==> config.mk <==
export PLATFORM = sky130hd
export DESIGN_NAME = resp_request_parser_flat
export DESIGN_NICKNAME = d
export VERILOG_FILES = /design/src/rrp_pkg.sv /design/src/rrp_byte_if.sv /design/src/rrp_front.sv /design/src/rrp_back.sv /design/src/resp_request_parser.sv /design/src/flat_wrapper.sv
export SDC_FILE = /design/constraint.sdc
export NUM_CORES = 2
export LEC_CHECK = 0
export BUFFER_PORTS_ARGS = -buffer_cell sky130_fd_sc_hd__buf_2
export CORE_UTILIZATION = 25
export DETAILED_ROUTE_END_ITERATION = 10
export SLEW_MARGIN = 5
export SYNTH_ARGS = -nofsm -noshare
export SYNTH_HDL_FRONTEND = slang
export SYNTH_HIERARCHICAL = 1
export SYNTH_SLANG_ARGS = --single-unit
==> constraint.sdc <==
create_clock -name i_clk -period 24.2 [get_ports i_clk]
set_input_delay 3.63 -clock i_clk [delete_from_list [all_inputs] [get_ports i_clk]]
set_output_delay 3.63 -clock i_clk [all_outputs]
set_load 0.1 [all_outputs]
==> src/rrp_pkg.sv <==
// Package with shared types and constants for the request parser.
package rrp_pkg;

    localparam logic [1:0] KIND_BYTE    = 2'd0;
    localparam logic [1:0] KIND_ARG_END = 2'd1;
    localparam logic [1:0] KIND_CMD_END = 2'd2;
    localparam logic [1:0] KIND_ERROR   = 2'd3;

    localparam logic [1:0] ERR_COUNT  = 2'd0;
    localparam logic [1:0] ERR_DOLLAR = 2'd1;
    localparam logic [1:0] ERR_BLEN   = 2'd2;
    localparam logic [1:0] ERR_CRLF   = 2'd3;

    localparam int unsigned CNT_W = 17;
    localparam int unsigned LEN_W = 21;
    localparam logic [CNT_W-1:0] CNT_SAT = 17'd65536;
    localparam logic [CNT_W-1:0] CNT_RST = 17'd65536;
    localparam logic [LEN_W-1:0] LEN_RST = 21'd1048576;

    localparam logic [2:0] MAX_RES = 3'd4;

    typedef struct packed {
        logic [1:0]       kind;
        logic [7:0]       data;
        logic [CNT_W-1:0] total;
        logic [1:0]       err;
        logic             last;
    } t_result;

    typedef struct packed {
        logic [2:0] count;
        t_result    r0;
        t_result    r1;
        t_result    r2;
        t_result    r3;
    } t_group;

    function automatic t_result mk_res(logic [1:0] kind, logic [7:0] data,
                                       logic [CNT_W-1:0] total, logic [1:0] err);
        t_result r;
        r.kind  = kind;
        r.data  = data;
        r.total = total;
        r.err   = err;
        r.last  = 1'b0;
        return r;
    endfunction

    function automatic logic is_hex(logic [7:0] c);
        return (c >= 8'h30 && c <= 8'h39) || (c >= 8'h61 && c <= 8'h66) ||
               (c >= 8'h41 && c <= 8'h46);
    endfunction

    function automatic logic [3:0] hex_val(logic [7:0] c);
        logic [7:0] t;
        t = 8'h00;
        if (c >= 8'h30 && c <= 8'h39) begin
            t = c - 8'h30;
        end else if (c >= 8'h61 && c <= 8'h66) begin
            t = c - 8'h57;
        end else if (c >= 8'h41 && c <= 8'h46) begin
            t = c - 8'h37;
        end
        return t[3:0];
    endfunction

    function automatic logic [7:0] esc_map(logic [7:0] c);
        logic [7:0] t;
        unique case (c)
            8'h6e: t = 8'h0a;
            8'h72: t = 8'h0d;
            8'h74: t = 8'h09;
            8'h62: t = 8'h08;
            8'h61: t = 8'h07;
            default: t = c;
        endcase
        return t;
    endfunction

endpackage

==> src/rrp_byte_if.sv <==
// Handshake channel interfaces for request bytes and parse results.
interface rrp_byte_if;
    logic       valid;
    logic       ready;
    logic [7:0] in_byte;
    modport source (output valid, output in_byte, input ready);
    modport sink (input valid, input in_byte, output ready);
endinterface

interface rrp_res_if;
    logic        valid;
    logic        ready;
    logic [1:0]  out_kind;
    logic [7:0]  out_byte;
    logic [16:0] arg_total;
    logic [1:0]  error_code;
    logic        last_of_run;
    modport source (output valid, output out_kind, output out_byte, output arg_total,
                    output error_code, output last_of_run, input ready);
    modport sink (input valid, input out_kind, input out_byte, input arg_total,
                  input error_code, input last_of_run, output ready);
endinterface

==> src/rrp_front.sv <==
// Front end: parses one byte per cycle, when i_fire is high, into a group of up to four results.
module rrp_front
    import rrp_pkg::*;
(
    input  logic             i_clk,
    input  logic             i_rst_n,
    input  logic             i_fire,
    input  logic [7:0]       i_byte,
    input  logic [CNT_W-1:0] i_max_args,
    input  logic [LEN_W-1:0] i_max_len,
    output t_group           o_group
);

    localparam logic [3:0] PH_IDLE    = 4'd0;
    localparam logic [3:0] PH_CNT     = 4'd1;
    localparam logic [3:0] PH_CNT_LF  = 4'd2;
    localparam logic [3:0] PH_DOLLAR  = 4'd3;
    localparam logic [3:0] PH_BLEN    = 4'd4;
    localparam logic [3:0] PH_BLEN_LF = 4'd5;
    localparam logic [3:0] PH_DATA    = 4'd6;
    localparam logic [3:0] PH_DATA_CR = 4'd7;
    localparam logic [3:0] PH_DATA_LF = 4'd8;
    localparam logic [3:0] PH_GAP     = 4'd9;
    localparam logic [3:0] PH_BARE    = 4'd10;
    localparam logic [3:0] PH_DQ      = 4'd11;
    localparam logic [3:0] PH_SQ      = 4'd12;

    localparam logic [7:0] CH_STAR = 8'h2a;
    localparam logic [7:0] CH_DOL  = 8'h24;
    localparam logic [7:0] CH_CR   = 8'h0d;
    localparam logic [7:0] CH_LF   = 8'h0a;
    localparam logic [7:0] CH_SP   = 8'h20;
    localparam logic [7:0] CH_DQ   = 8'h22;
    localparam logic [7:0] CH_SQ   = 8'h27;
    localparam logic [7:0] CH_BS   = 8'h5c;
    localparam logic [7:0] CH_X    = 8'h78;

    logic [3:0]       r_phase, n_phase;
    logic [CNT_W-1:0] r_expect, n_expect;
    logic [CNT_W-1:0] r_done, n_done;
    logic [LEN_W-1:0] r_acc, n_acc;
    logic [LEN_W-1:0] r_left, n_left;
    logic [7:0]       r_hex, n_hex;
    logic [1:0]       r_held, n_held;
    logic             r_closed, n_closed;
    logic             r_crp, n_crp;
    logic             r_dseen, n_dseen;

    t_result    res [4];
    logic [2:0] cnt;
    logic       dig;
    logic [LEN_W+3:0] v;

    function automatic logic [CNT_W-1:0] sat_inc(logic [CNT_W-1:0] x);
        return (x < CNT_SAT) ? x + 1'b1 : x;
    endfunction

    always_comb begin
        logic [7:0] b;
        logic [7:0] c;
        logic       again;
        logic       go;
        b        = i_byte;
        dig      = (b >= 8'h30 && b <= 8'h39);
        v        = {4'b0000, r_acc} * 25'd10 + {17'd0, b - 8'h30};
        n_phase  = r_phase;
        n_expect = r_expect;
        n_done   = r_done;
        n_acc    = r_acc;
        n_left   = r_left;
        n_hex    = r_hex;
        n_held   = r_held;
        n_closed = r_closed;
        n_crp    = r_crp;
        n_dseen  = r_dseen;
        cnt      = 3'd0;
        for (int k = 0; k < 4; k++) begin
            res[k] = mk_res(KIND_BYTE, 8'h00, '0, 2'd0);
        end
        c     = b;
        go    = 1'b0;
        again = 1'b0;
        if (!r_closed) begin
            unique case (r_phase)
                PH_IDLE: begin
                    if (b == CH_STAR) begin
                        n_phase = PH_CNT;
                        n_acc   = '0;
                    end else begin
                        n_phase = PH_GAP;
                        n_done  = '0;
                        n_held  = 2'd0;
                        n_crp   = 1'b0;
                        go      = 1'b1;
                    end
                end
                PH_CNT: begin
                    if (dig) begin
                        if (v > {8'd0, i_max_args}) begin
                            res[0] = mk_res(KIND_ERROR, 8'h00, '0, ERR_COUNT);
                            cnt = 3'd1; n_closed = 1'b1;
                        end else begin
                            n_acc = v[LEN_W-1:0];
                        end
                    end else if (b == CH_CR) begin
                        n_phase = PH_CNT_LF;
                    end else begin
                        res[0] = mk_res(KIND_ERROR, 8'h00, '0, ERR_COUNT);
                        cnt = 3'd1; n_closed = 1'b1;
                    end
                end
                PH_CNT_LF: begin
                    if (b == CH_LF && r_acc != '0) begin
                        n_expect = r_acc[CNT_W-1:0];
                        n_done   = '0;
                        n_phase  = PH_DOLLAR;
                    end else begin
                        res[0] = mk_res(KIND_ERROR, 8'h00, '0, ERR_COUNT);
                        cnt = 3'd1; n_closed = 1'b1;
                    end
                end
                PH_DOLLAR: begin
                    if (b == CH_DOL) begin
                        n_phase = PH_BLEN; n_acc = '0; n_dseen = 1'b0;
                    end else begin
                        res[0] = mk_res(KIND_ERROR, 8'h00, '0, ERR_DOLLAR);
                        cnt = 3'd1; n_closed = 1'b1;
                    end
                end
                PH_BLEN: begin
                    if (dig) begin
                        if (v > {4'd0, i_max_len}) begin
                            res[0] = mk_res(KIND_ERROR, 8'h00, '0, ERR_BLEN);
                            cnt = 3'd1; n_closed = 1'b1;
                        end else begin
                            n_acc = v[LEN_W-1:0]; n_dseen = 1'b1;
                        end
                    end else if (b == CH_CR) begin
                        n_phase = PH_BLEN_LF;
                    end else begin
                        res[0] = mk_res(KIND_ERROR, 8'h00, '0, ERR_BLEN);
                        cnt = 3'd1; n_closed = 1'b1;
                    end
                end
                PH_BLEN_LF: begin
                    if (b == CH_LF && r_dseen) begin
                        n_left  = r_acc;
                        n_phase = (r_acc != '0) ? PH_DATA : PH_DATA_CR;
                    end else begin
                        res[0] = mk_res(KIND_ERROR, 8'h00, '0, ERR_BLEN);
                        cnt = 3'd1; n_closed = 1'b1;
                    end
                end
                PH_DATA: begin
                    res[0] = mk_res(KIND_BYTE, b, '0, 2'd0);
                    cnt = 3'd1;
                    if (r_left <= 21'd1) begin
                        n_left = '0; n_phase = PH_DATA_CR;
                    end else begin
                        n_left = r_left - 1'b1;
                    end
                end
                PH_DATA_CR: begin
                    if (b == CH_CR) begin
                        n_phase = PH_DATA_LF;
                    end else begin
                        res[0] = mk_res(KIND_ERROR, 8'h00, '0, ERR_CRLF);
                        cnt = 3'd1; n_closed = 1'b1;
                    end
                end
                PH_DATA_LF: begin
                    if (b != CH_LF) begin
                        res[0] = mk_res(KIND_ERROR, 8'h00, '0, ERR_CRLF);
                        cnt = 3'd1; n_closed = 1'b1;
                    end else begin
                        res[0] = mk_res(KIND_ARG_END, 8'h00, '0, 2'd0);
                        cnt = 3'd1;
                        n_done = r_done + 1'b1;
                        if (r_done + 1'b1 >= r_expect) begin
                            res[1] = mk_res(KIND_CMD_END, 8'h00, r_expect, 2'd0);
                            cnt = 3'd2; n_done = '0; n_phase = PH_IDLE;
                        end else begin
                            n_phase = PH_DOLLAR;
                        end
                    end
                end
                PH_GAP, PH_BARE, PH_DQ, PH_SQ: go = 1'b1;
                default: n_phase = PH_IDLE;
            endcase
        end
        if (go) begin
            // Inline path: resolve a pending CR first, then feed the byte.
            // The second pass feeds the current byte unless the first pass ended the line.
            for (int pass = 0; pass < 2; pass++) begin
                logic       do_feed;
                do_feed = 1'b0;
                if (pass == 0) begin
                    if (n_crp) begin
                        n_crp = 1'b0;
                        if (b == CH_LF) begin
                            if (n_held == 2'd1) begin
                                res[cnt[1:0]] = mk_res(KIND_BYTE, CH_BS, '0, 2'd0);
                                cnt = cnt + 1'b1;
                            end else if (n_held != 2'd0) begin
                                res[cnt[1:0]] = mk_res(KIND_BYTE, CH_X, '0, 2'd0);
                                cnt = cnt + 1'b1;
                                if (n_held == 2'd3) begin
                                    res[cnt[1:0]] = mk_res(KIND_BYTE, n_hex, '0, 2'd0);
                                    cnt = cnt + 1'b1;
                                end
                            end
                            n_held = 2'd0;
                            if (n_phase == PH_BARE || n_phase == PH_DQ || n_phase == PH_SQ) begin
                                res[cnt[1:0]] = mk_res(KIND_ARG_END, 8'h00, '0, 2'd0);
                                cnt = cnt + 1'b1;
                                n_done = sat_inc(n_done);
                            end
                            if (n_done != '0) begin
                                res[cnt[1:0]] = mk_res(KIND_CMD_END, 8'h00, n_done, 2'd0);
                                cnt = cnt + 1'b1;
                            end
                            n_done  = '0;
                            n_phase = PH_IDLE;
                        end else begin
                            c = CH_CR; do_feed = 1'b1;
                        end
                    end
                end else begin
                    if (!(n_phase == PH_IDLE && r_phase != PH_IDLE) || r_phase == PH_IDLE) begin
                        if (!(pass == 1 && n_phase == PH_IDLE && r_phase != PH_IDLE)) begin
                            if (b == CH_CR) begin
                                n_crp = 1'b1;
                            end else begin
                                c = b; do_feed = 1'b1;
                            end
                        end
                    end
                end
                if (do_feed) begin
                    // Feed with up to one reparse of the current byte.
                    again = 1'b1;
                    for (int f = 0; f < 2; f++) begin
                        if (again) begin
                            again = 1'b0;
                            unique case (n_phase)
                                PH_GAP: begin
                                    if (c != CH_SP) begin
                                        n_held = 2'd0;
                                        if (c == CH_DQ) n_phase = PH_DQ;
                                        else if (c == CH_SQ) n_phase = PH_SQ;
                                        else begin
                                            n_phase = PH_BARE;
                                            res[cnt[1:0]] = mk_res(KIND_BYTE, c, '0, 2'd0);
                                            cnt = cnt + 1'b1;
                                        end
                                    end
                                end
                                PH_BARE: begin
                                    if (c == CH_SP) begin
                                        res[cnt[1:0]] = mk_res(KIND_ARG_END, 8'h00, '0, 2'd0);
                                        cnt = cnt + 1'b1;
                                        n_done = sat_inc(n_done); n_phase = PH_GAP;
                                    end else begin
                                        res[cnt[1:0]] = mk_res(KIND_BYTE, c, '0, 2'd0);
                                        cnt = cnt + 1'b1;
                                    end
                                end
                                PH_DQ: begin
                                    unique case (n_held)
                                        2'd0: begin
                                            if (c == CH_BS) n_held = 2'd1;
                                            else if (c == CH_DQ) begin
                                                res[cnt[1:0]] = mk_res(KIND_ARG_END, 8'h00, '0,
                                                                       2'd0);
                                                cnt = cnt + 1'b1;
                                                n_done = sat_inc(n_done); n_phase = PH_GAP;
                                            end else begin
                                                res[cnt[1:0]] = mk_res(KIND_BYTE, c, '0, 2'd0);
                                                cnt = cnt + 1'b1;
                                            end
                                        end
                                        2'd1: begin
                                            if (c == CH_X) n_held = 2'd2;
                                            else begin
                                                res[cnt[1:0]] = mk_res(KIND_BYTE, esc_map(c),
                                                                       '0, 2'd0);
                                                cnt = cnt + 1'b1;
                                                n_held = 2'd0;
                                            end
                                        end
                                        2'd2: begin
                                            if (is_hex(c)) begin
                                                n_hex = c; n_held = 2'd3;
                                            end else begin
                                                res[cnt[1:0]] = mk_res(KIND_BYTE, CH_X, '0, 2'd0);
                                                cnt = cnt + 1'b1;
                                                n_held = 2'd0; again = 1'b1;
                                            end
                                        end
                                        default: begin
                                            n_held = 2'd0;
                                            if (is_hex(c)) begin
                                                res[cnt[1:0]] = mk_res(KIND_BYTE,
                                                    {hex_val(n_hex), hex_val(c)}, '0, 2'd0);
                                                cnt = cnt + 1'b1;
                                            end else begin
                                                res[cnt[1:0]] = mk_res(KIND_BYTE, CH_X, '0, 2'd0);
                                                cnt = cnt + 1'b1;
                                                res[cnt[1:0]] = mk_res(KIND_BYTE, n_hex, '0, 2'd0);
                                                cnt = cnt + 1'b1;
                                                again = 1'b1;
                                            end
                                        end
                                    endcase
                                end
                                PH_SQ: begin
                                    if (n_held == 2'd0) begin
                                        if (c == CH_BS) n_held = 2'd1;
                                        else if (c == CH_SQ) begin
                                            res[cnt[1:0]] = mk_res(KIND_ARG_END, 8'h00, '0, 2'd0);
                                            cnt = cnt + 1'b1;
                                            n_done = sat_inc(n_done); n_phase = PH_GAP;
                                        end else begin
                                            res[cnt[1:0]] = mk_res(KIND_BYTE, c, '0, 2'd0);
                                            cnt = cnt + 1'b1;
                                        end
                                    end else begin
                                        n_held = 2'd0;
                                        if (c == CH_SQ) begin
                                            res[cnt[1:0]] = mk_res(KIND_BYTE, CH_SQ, '0, 2'd0);
                                            cnt = cnt + 1'b1;
                                        end else begin
                                            res[cnt[1:0]] = mk_res(KIND_BYTE, CH_BS, '0, 2'd0);
                                            cnt = cnt + 1'b1;
                                            again = 1'b1;
                                        end
                                    end
                                end
                                default: n_phase = PH_GAP;
                            endcase
                        end
                    end
                end
            end
        end
    end

    always_comb begin
        o_group.count = cnt;
        o_group.r0 = res[0];
        o_group.r1 = res[1];
        o_group.r2 = res[2];
        o_group.r3 = res[3];
        unique case (cnt)
            3'd1: o_group.r0.last = 1'b1;
            3'd2: o_group.r1.last = 1'b1;
            3'd3: o_group.r2.last = 1'b1;
            3'd4: o_group.r3.last = 1'b1;
            default: ;
        endcase
    end

    always_ff @(posedge i_clk) begin
        if (!i_rst_n) begin
            r_phase  <= PH_IDLE;
            r_expect <= '0;
            r_done   <= '0;
            r_acc    <= '0;
            r_left   <= '0;
            r_hex    <= '0;
            r_held   <= '0;
            r_closed <= 1'b0;
            r_crp    <= 1'b0;
            r_dseen  <= 1'b0;
        end else if (i_fire) begin
            r_phase  <= n_phase;
            r_expect <= n_expect;
            r_done   <= n_done;
            r_acc    <= n_acc;
            r_left   <= n_left;
            r_hex    <= n_hex;
            r_held   <= n_held;
            r_closed <= n_closed;
            r_crp    <= n_crp;
            r_dseen  <= n_dseen;
        end
    end

    assert property (@(posedge i_clk) disable iff (!i_rst_n)
        cnt <= MAX_RES) else $error("too many results for one beat");
    assert property (@(posedge i_clk) disable iff (!i_rst_n)
        r_closed |-> cnt == 3'd0) else $error("result after a protocol error");
    assert property (@(posedge i_clk) disable iff (!i_rst_n)
        i_fire && n_closed && !r_closed |=> r_closed) else $error("error did not close");

endmodule

==> src/rrp_back.sv <==
// Back end: result group queue that serializes each group onto the output.
module rrp_back
    import rrp_pkg::*;
#(
    parameter int unsigned DEPTH = 4
) (
    input  logic          i_clk,
    input  logic          i_rst_n,
    input  logic          i_push,
    input  t_group        i_group,
    output logic          o_space,
    rrp_res_if.source     res
);

    localparam int unsigned AW = (DEPTH > 1) ? $clog2(DEPTH) : 1;

    t_group            r_mem [DEPTH];
    logic [AW-1:0]     r_wp, r_rp;
    logic [AW:0]       r_fill;
    logic [1:0]        r_idx;
    t_group            head;
    t_result           cur;
    logic              pop_res;
    logic              pop_grp;
    logic              push;

    assign head    = r_mem[r_rp];
    assign push    = i_push && i_group.count != 3'd0;
    assign o_space = r_fill < (AW+1)'(DEPTH);

    always_comb begin
        unique case (r_idx)
            2'd0: cur = head.r0;
            2'd1: cur = head.r1;
            2'd2: cur = head.r2;
            default: cur = head.r3;
        endcase
    end

    assign res.valid       = r_fill != '0;
    assign res.out_kind    = cur.kind;
    assign res.out_byte    = cur.data;
    assign res.arg_total   = cur.total;
    assign res.error_code  = cur.err;
    assign res.last_of_run = cur.last;
    assign pop_res = res.valid && res.ready;
    assign pop_grp = pop_res && cur.last;

    always_ff @(posedge i_clk) begin
        if (push) begin
            r_mem[r_wp] <= i_group;
        end
    end

    always_ff @(posedge i_clk) begin
        if (!i_rst_n) begin
            r_wp   <= '0;
            r_rp   <= '0;
            r_fill <= '0;
            r_idx  <= '0;
        end else begin
            if (push) begin
                r_wp <= (r_wp == AW'(DEPTH - 1)) ? '0 : r_wp + 1'b1;
            end
            if (pop_grp) begin
                r_rp  <= (r_rp == AW'(DEPTH - 1)) ? '0 : r_rp + 1'b1;
                r_idx <= '0;
            end else if (pop_res) begin
                r_idx <= r_idx + 1'b1;
            end
            r_fill <= r_fill + (AW+1)'(push) - (AW+1)'(pop_grp);
        end
    end

    assert property (@(posedge i_clk) disable iff (!i_rst_n)
        r_fill <= (AW+1)'(DEPTH)) else $error("queue overflow");
    assert property (@(posedge i_clk) disable iff (!i_rst_n)
        res.valid |-> {1'b0, r_idx} < head.count) else $error("index past group");
    assert property (@(posedge i_clk) disable iff (!i_rst_n)
        r_fill == '0 |-> r_idx == '0) else $error("index left over");

endmodule

==> src/resp_request_parser.sv <==
// Top level of the request parser: config registers, front parser and result queue.
//   channel | dir | beat
//   req     | in  | one request byte
//   rsp     | out | one result (kind, byte, count, error, last flag)
//   apb     | in  | configuration register writes and reads
// The parser takes one byte every cycle while the result queue has room.
// Each byte yields zero to four results; results leave one per cycle while rsp is ready.
// Sustained rate is one byte per cycle as long as results average one per byte and rsp stays ready.
// Reset is synchronous and active low; registers return to their defaults.
// A stalled result side fills the queue of QUEUE_DEPTH groups and then stops input.
module resp_request_parser
    import rrp_pkg::*;
#(
    parameter int unsigned QUEUE_DEPTH = 4
) (
    input  logic        i_clk,
    input  logic        i_rst_n,
    rrp_byte_if.sink    req,
    rrp_res_if.source   rsp,
    input  logic        psel,
    input  logic        penable,
    input  logic        pwrite,
    input  logic [2:0]  paddr,
    input  logic [31:0] pwdata,
    output logic [31:0] prdata,
    output logic        pready
);

    localparam logic [2:0] ADDR_MAX_ARGS = 3'd0;
    localparam logic [2:0] ADDR_MAX_LEN  = 3'd4;

    logic [CNT_W-1:0] r_max_args;
    logic [LEN_W-1:0] r_max_len;
    logic             fire;
    logic             space;
    t_group           grp;

    assign pready = 1'b1;
    always_comb begin
        unique case (paddr)
            ADDR_MAX_ARGS: prdata = {15'd0, r_max_args};
            ADDR_MAX_LEN:  prdata = {11'd0, r_max_len};
            default:       prdata = '0;
        endcase
    end

    always_ff @(posedge i_clk) begin
        if (!i_rst_n) begin
            r_max_args <= CNT_RST;
            r_max_len  <= LEN_RST;
        end else if (psel && penable && pwrite) begin
            if (paddr == ADDR_MAX_ARGS) r_max_args <= pwdata[CNT_W-1:0];
            if (paddr == ADDR_MAX_LEN)  r_max_len  <= pwdata[LEN_W-1:0];
        end
    end

    assign req.ready = space;
    assign fire      = req.valid && space;

    rrp_front u_front (
        .i_clk      (i_clk),
        .i_rst_n    (i_rst_n),
        .i_fire     (fire),
        .i_byte     (req.in_byte),
        .i_max_args (r_max_args),
        .i_max_len  (r_max_len),
        .o_group    (grp)
    );

    rrp_back #(.DEPTH(QUEUE_DEPTH)) u_back (
        .i_clk   (i_clk),
        .i_rst_n (i_rst_n),
        .i_push  (fire),
        .i_group (grp),
        .o_space (space),
        .res     (rsp)
    );

endmodule

==> src/flat_wrapper.sv <==
// flat-port wrapper written by rule: the top's interface ports become plain ports
module resp_request_parser_flat import rrp_pkg::*;
#(
    parameter int unsigned QUEUE_DEPTH = 4
)
  (i_clk, i_rst_n, psel, penable, pwrite, paddr, pwdata, prdata, pready, req_valid, req_in_byte, req_ready, rsp_valid, rsp_out_kind, rsp_out_byte, rsp_arg_total, rsp_error_code, rsp_last_of_run, rsp_ready);
  rrp_byte_if req_i ();
  rrp_res_if rsp_i ();
  input  logic i_clk;
  input  logic i_rst_n;
  input  logic psel;
  input  logic penable;
  input  logic pwrite;
  input  logic [2:0] paddr;
  input  logic [31:0] pwdata;
  output logic [31:0] prdata;
  output logic pready;
  input wire logic [$bits(req_i.valid)-1:0] req_valid;
  input wire logic [$bits(req_i.in_byte)-1:0] req_in_byte;
  output wire logic [$bits(req_i.ready)-1:0] req_ready;
  output wire logic [$bits(rsp_i.valid)-1:0] rsp_valid;
  output wire logic [$bits(rsp_i.out_kind)-1:0] rsp_out_kind;
  output wire logic [$bits(rsp_i.out_byte)-1:0] rsp_out_byte;
  output wire logic [$bits(rsp_i.arg_total)-1:0] rsp_arg_total;
  output wire logic [$bits(rsp_i.error_code)-1:0] rsp_error_code;
  output wire logic [$bits(rsp_i.last_of_run)-1:0] rsp_last_of_run;
  input wire logic [$bits(rsp_i.ready)-1:0] rsp_ready;
  assign req_i.valid = req_valid;
  assign req_i.in_byte = req_in_byte;
  assign req_ready = req_i.ready;
  assign rsp_valid = rsp_i.valid;
  assign rsp_out_kind = rsp_i.out_kind;
  assign rsp_out_byte = rsp_i.out_byte;
  assign rsp_arg_total = rsp_i.arg_total;
  assign rsp_error_code = rsp_i.error_code;
  assign rsp_last_of_run = rsp_i.last_of_run;
  assign rsp_i.ready = rsp_ready;
  resp_request_parser #(.QUEUE_DEPTH(QUEUE_DEPTH)) u_core (.i_clk(i_clk), .i_rst_n(i_rst_n), .req(req_i), .rsp(rsp_i), .psel(psel), .penable(penable), .pwrite(pwrite), .paddr(paddr), .pwdata(pwdata), .prdata(prdata), .pready(pready));
endmodule
# Word-level counts from Yosys, hierarchy flattened

Memories as Yosys holds them, arrays and structs flattened. A register that Yosys moved wholly into a read port is not among the register bits.
Cells that the tools add are included.

Register bits: 140
Memory bits (writable): 492
Input bits: 50
Word-level logic and storage cells: 932
Memories: 1

Memory list:

| memory              | depth | bits a word | read ports | clocked after memory_dff | write ports | RTL line       | text |
|---|---|---|---|---|---|---|---|
| u_core.u_back.r_mem | 4     | 123         | 1          | 1                        | 1           | rrp_back.sv:17 | `t_group r_mem [DEPTH];` |

$add $sub $neg: 44
Multiply operators: 1
Magnitude comparators: 72
Equality and inequality tests: 84
Muxes and demuxes: 563
Bitwise operators: 71
Reduce and logical (&&, ||, !) cells: 80

Operators with widths:

| operator                                                           | count |
|---|---|
| two-way mux 120 bit                                                | 76 |
| bitwise mux 120 bit                                                | 18 |
| one-hot mux 120 bit (4 select lines)                               | 4 |
| bitwise AND 104 bit                                                | 14 |
| inverter 104 bit                                                   | 14 |
| one-hot mux 120 bit (3 select lines)                               | 4 |
| two-way mux 17 bit                                                 | 55 |
| two-way mux 30 bit                                                 | 26 |
| demux 30 bit (select 2 bit)                                        | 12 |
| bitwise AND 116 bit                                                | 5 |
| inverter 116 bit                                                   | 5 |
| two-way mux 4 bit                                                  | 118 |
| two-way mux 8 bit                                                  | 48 |
| one-hot mux 17 bit (3 select lines)                                | 5 |
| one-hot mux 30 bit (8 select lines)                                | 1 |
| bitwise OR 16 bit                                                  | 14 |
| two-way mux 3 bit                                                  | 62 |
| two-way mux 21 bit                                                 | 8 |
| == test 8 x 7 -> 1 bit (second input constant)                     | 14 |
| adder 17 x 1 -> 17 bit (second input constant)                     | 6 |
| == test 4 bit (second input constant)                              | 24 |
| greater-or-equal comparator 8 x 7 -> 1 bit (second input constant) | 12 |
| <= comparator 8 x 7 -> 1 bit (second input constant)               | 12 |
| one-hot mux 30 bit (3 select lines)                                | 1 |
| other kinds (68)                                                   | 357 |

# Longest topological paths before layout

Word-level depth: 62
Gate-level depth with buffers: 74
Mapped depth without buffers: 69

# Modules after synthesis

Netlist, hierarchy kept.

Modules (own cells, without submodules):

| module              | times used | cells an instance | area each (um2) | sequential area each (um2) |
|---|---|---|---|---|
| rrp_front           | 1          | 4667              | 28523.6         | 1861.8 |
| rrp_back            | 1          | 809               | 18561.6         | 14634.0 |
| resp_request_parser | 1          | 191               | 1784.2          | 760.7 |

# Worst setup path before layout

Ideal clock, no wire load.

Path kind: input to register
Start: in req_in_byte[6]
End: mem u_core/u_back/r_mem[0][0] in the netlist's numbering (enable)
Arrival time: 18.580 ns
Data required time: 23.706 ns
Slack: 5.126 ns
Cell stages on the path: 67
Path buffers: 9
Path through: clkbuf_1 -> clkbuf_1 -> clkbuf_1 -> a21oi_1 -> xor2_1 -> ha_1 -> nor2_1 -> a211oi_1 -> and3_1 -> and4_1 -> and3_1 -> nand2_1 -> xnor2_1 -> ha_1 -> and4_1 -> nand4_1 -> or4_1 -> o21ai_0 -> [31 not listed] -> clkbuf_1 -> inv_1 -> clkbuf_1 -> a31oi_1 -> o21ai_0 -> o21a_1 -> o21ai_0 -> inv_1 -> ha_1 -> clkbuf_1 -> clkbuf_1 -> mux2i_1 -> a21oi_1 -> inv_1 -> o21ai_1 -> nand2_1 -> o31a_1 -> and2_1

RTL lines:

| element            | RTL line           | text |
|---|---|---|
| start: declaration | flat_wrapper.sv:19 | `input wire logic [$bits(req_i.in_byte)-1:0] req_in_byte;` |
| end: declaration   | rrp_back.sv:17     |  |

==> flow_metrics.tcl <==
set metrics [dict create \
    status "completed" \
    nets 5849 \
    synth_compound_area_share_pct 26.4 \
    synthSimpleGateAreaFrac_pct 19.2 \
    required_ps 24540 \
    syn_to_final_growth_pct 12.1 \
    die_w_um 444 \
    worstSetupPathType "primary input to flip-flop" \
    vias_per_cell 6.22 \
    gp_congestion 1.04 \
    multiInputGateArea_um2 29400 \
    min-delay-path-class "flip-flop to flip-flop" \
    synth_ff_type "edfxtp_1" \
    grt_max_degree 71 \
    grt_overflow 0 \
    synth_top_family_by_area "compound AO/OA/AOI/OAI gates" \
    remaining_drc_errors 0 \
    cts_sinks 622 \
    synth_edf_count 480 \
    final-hold-violation-count 0 \
    setup_viol 0 \
    vias 51058 \
    cap_violations 0 \
    synth.area.mux_share_pct 7.82 \
    yosysSeqAreaShare_pct 35.3 \
    core-area_um2 193000 \
    avgRoutedWirePerCell_um 31.4 \
    dr.first_iter.drc_count 7461 \
    grt_util_all_layers_pct 25.0 \
    drive_above_1_share_pct 12.0 \
    synth_area_um2 48900 \
    htreeDepth 2 \
    slew_viol_final 0 \
    dr.pass1.iters 7 \
    slew_headroom_pct 1.28 \
    crit_top_cell "ha_1" \
    cp_top_family "compound AO/OA/AOI/OAI gates" \
    clk_pin_slew_ps 60 \
    wirelength_um 258000 \
    critPathSlowestCell "and2_4" \
    detailed_place_hpwl_um 187000 \
    path_buf_inv 11 \
    crit_path_max_incr_delay_ps 750 \
    fill_cells 20543 \
    async_reset_ff_share_pct 0 \
    pin_count 115 \
    finalClockSkew_ps 102 \
    cts_resized 0 \
    rows 161 \
    rsz0062_at_grt "false" \
    ant_nets 0 \
    crit_arrival_ps 19710 \
    cts_buffers 61 \
    cts_root_buf "clkbuf_16" \
    cts_hold_buf 0 \
    portBuffers 91 \
    fin_crit_ps 19360 \
    worst_skew_pair.late_latency_ps 730 \
    power.total_mw 6.93 \
    ir_worst_vdd_uv 96.2 \
    synth_cell_type_count 127 \
    regArea_um2 17300 \
    cts_setup_buffers 0 \
    die_h_um 444 \
    period_share_pct 80.0 \
    cts_tree "built" \
    antenna_found_initial 18 \
    powerDensity_nw_per_um2 126 \
    synth_adder_area_share_pct 4.50 \
    syn_avg_cell_area_um2 8.62 \
    synth_xor_xnor_area_share_pct 1.71 \
    synthCells 5667 \
    die_area_um2 197000 \
    cts_buffer_depth 3 \
    endpoint_kind "flip-flop" \
    path_max_fanout 51 \
    ys_ff_latch 622 \
    initial_core_util_pct 25.3 \
    setup_tns_ps 0 \
    yosysWarnings 6 \
    grt_first_pass_wirelength_um 362000 \
    tightest_slew_ps 1480 \
    p_leak_nw 18.8 \
    startpoint_type "primary input" \
    grt_pass1_vias 47229 \
    max_freq_mhz 51.6 \
]
==> registers in the layout, indices dropped and copies added (netlist names), named ones only <==
| signal | flops |
|---|---|
| u_core/r_max_args | 17 |
| u_core/r_max_len | 21 |
| u_core/u_back/r_fill | 3 |
| u_core/u_back/r_idx | 2 |
| u_core/u_back/r_mem | 480 |
| u_core/u_back/r_rp | 2 |
| u_core/u_back/r_wp | 2 |
| u_core/u_front/r_acc | 21 |
| u_core/u_front/r_closed | 1 |
| u_core/u_front/r_crp | 1 |
| u_core/u_front/r_done | 17 |
| u_core/u_front/r_dseen | 1 |
| u_core/u_front/r_expect | 17 |
| u_core/u_front/r_held | 2 |
| u_core/u_front/r_hex | 8 |
| u_core/u_front/r_left | 21 |
| u_core/u_front/r_phase | 4 |
==> per-layer routing <==
layer  GRT usage, %  share of wire (%)  vias up
li1               -                  -    21516
met1           34.6                 42    25428
met2           36.0                 41     3339
met3           5.64                 11      761
met4           13.1                6.0       14
met5              0              0.052        -
==> per-stage QoR <==
stage | utilization [%] | cell area, µm² | hold slack, ps | worst slack [ps] | instances
after floorplan | - | 48900 | 443 | 5130 | 5682
after global placement | 27.2 | 52600 | 459 | 4680 | 8088
after detailed placement | 27.2 | 52600 | 461 | 4680 | 8088
after CTS | 28.3 | 54800 | 475 | 5310 | 8198
after global routing | 28.3 | 54800 | 483 | 4040 | 8200
final | 28.3 | 54800 | 472 | 4840 | 8207
==> tightest hold or removal path, stage by stage (launching register included) <==
cell     delay, ps
dfxtp_1        320
nand2_1         60
mux2i_1         50
==> synthesized netlist by cell type, types with 45 or more instances <==
library cell	instances	area, µm²
nand2_1	678	2540
nor2_1	504	1890
edfxtp_1	480	14400
o21ai_0	468	2340
a21oi_1	457	2290
clkbuf_1	348	1310
nand3_1	174	871
ha_1	171	2140
inv_1	160	601
dfxtp_1	142	2840
nor3_1	121	606
mux4_2	117	2640
a31oi_1	116	726
mux2i_1	101	1010
nor2b_1	97	607
o22ai_1	83	519
and2_1	68	425
xnor2_1	68	596
a211oi_1	64	480
o211ai_1	60	450
a22oi_1	54	405
nand4_1	53	332
a221oi_1	50	438
and3_1	50	313
o21ai_1	45	225
==> placed cells by master, fill, tap and decap left out, types with 33 or more instances in the layout <==
| cell | Yosys | layout |
|---|---|---|
| nand2_1 | 678 | 676 |
| nor2_1 | 504 | 497 |
| edfxtp_1 | 480 | 480 |
| o21ai_0 | 468 | 464 |
| a21oi_1 | 457 | 453 |
| buf_4 | 22 | 225 |
| nand3_1 | 174 | 173 |
| ha_1 | 171 | 169 |
| inv_1 | 160 | 160 |
| dfxtp_1 | 142 | 140 |
| nor3_1 | 121 | 118 |
| mux4_2 | 117 | 117 |
| a31oi_1 | 116 | 115 |
| mux2i_1 | 101 | 101 |
| nor2b_1 | 97 | 97 |
| buf_2 | 35 | 90 |
| o22ai_1 | 83 | 83 |
| xnor2_1 | 68 | 68 |
| and2_1 | 68 | 64 |
| clkbuf_16 | 0 | 62 |
| a211oi_1 | 64 | 62 |
| o211ai_1 | 60 | 60 |
| a22oi_1 | 54 | 54 |
| nand4_1 | 53 | 53 |
| and3_1 | 50 | 50 |
| a221oi_1 | 50 | 47 |
| o21ai_1 | 45 | 44 |
| o21a_1 | 44 | 44 |
| o221ai_1 | 44 | 44 |
| o31ai_1 | 43 | 43 |
| nor4_1 | 36 | 35 |
| a21o_1 | 34 | 34 |
| a22o_1 | 33 | 33 |
| a222oi_1 | 33 | 33 |
==> cell families (layout without fill, tap and decap cells) <==
family / count (synthesis) / count (layout)
DFF: 622 / 622
and+or+nand+nor: 1977 / 1977
AOI/OAI and AO/OA: 1959 / 1959
buffers and inverters: 606 / 596
muxes: 232 / 232
other: 3 / 27
adders and majority gates: 174 / 174
xor gates and xnor gates: 94 / 94
==> report_power, final <==
group,switching (mW),internal (mW)
clock,0.429,0.591
sequential,0.0870,1.41
combinational,3.23,1.18
==> final cells by class <==
class | count | share of cell area (%)
sequential | 622 | 31.5
clock inverter | 38 | 0.945
timing repair buffer | 319 | 4.05
antenna | 9 | 0.0411
multi-input combinational | 4454 | 53.6
tap | 2526 | 5.77
clock buffer | 72 | 2.92
inverter | 167 | 1.14
==> worst paths after layout <==
path | from | to | slack (ps) | cells after the start
setup / recovery | req_in_byte[4] | u_core/u_back/r_mem[3][20] | 4840 | 63
hold / removal | u_core/r_max_len[10] | u_core/r_max_len[10] | 470 | 2
setup reg to reg | u_core/u_front/r_acc[1] | u_core/u_back/r_mem[3][20] | 6800 | 64
hold reg to reg | u_core/r_max_len[10] | u_core/r_max_len[10] | 470 | 2
(Power assumes the default switching activity.)
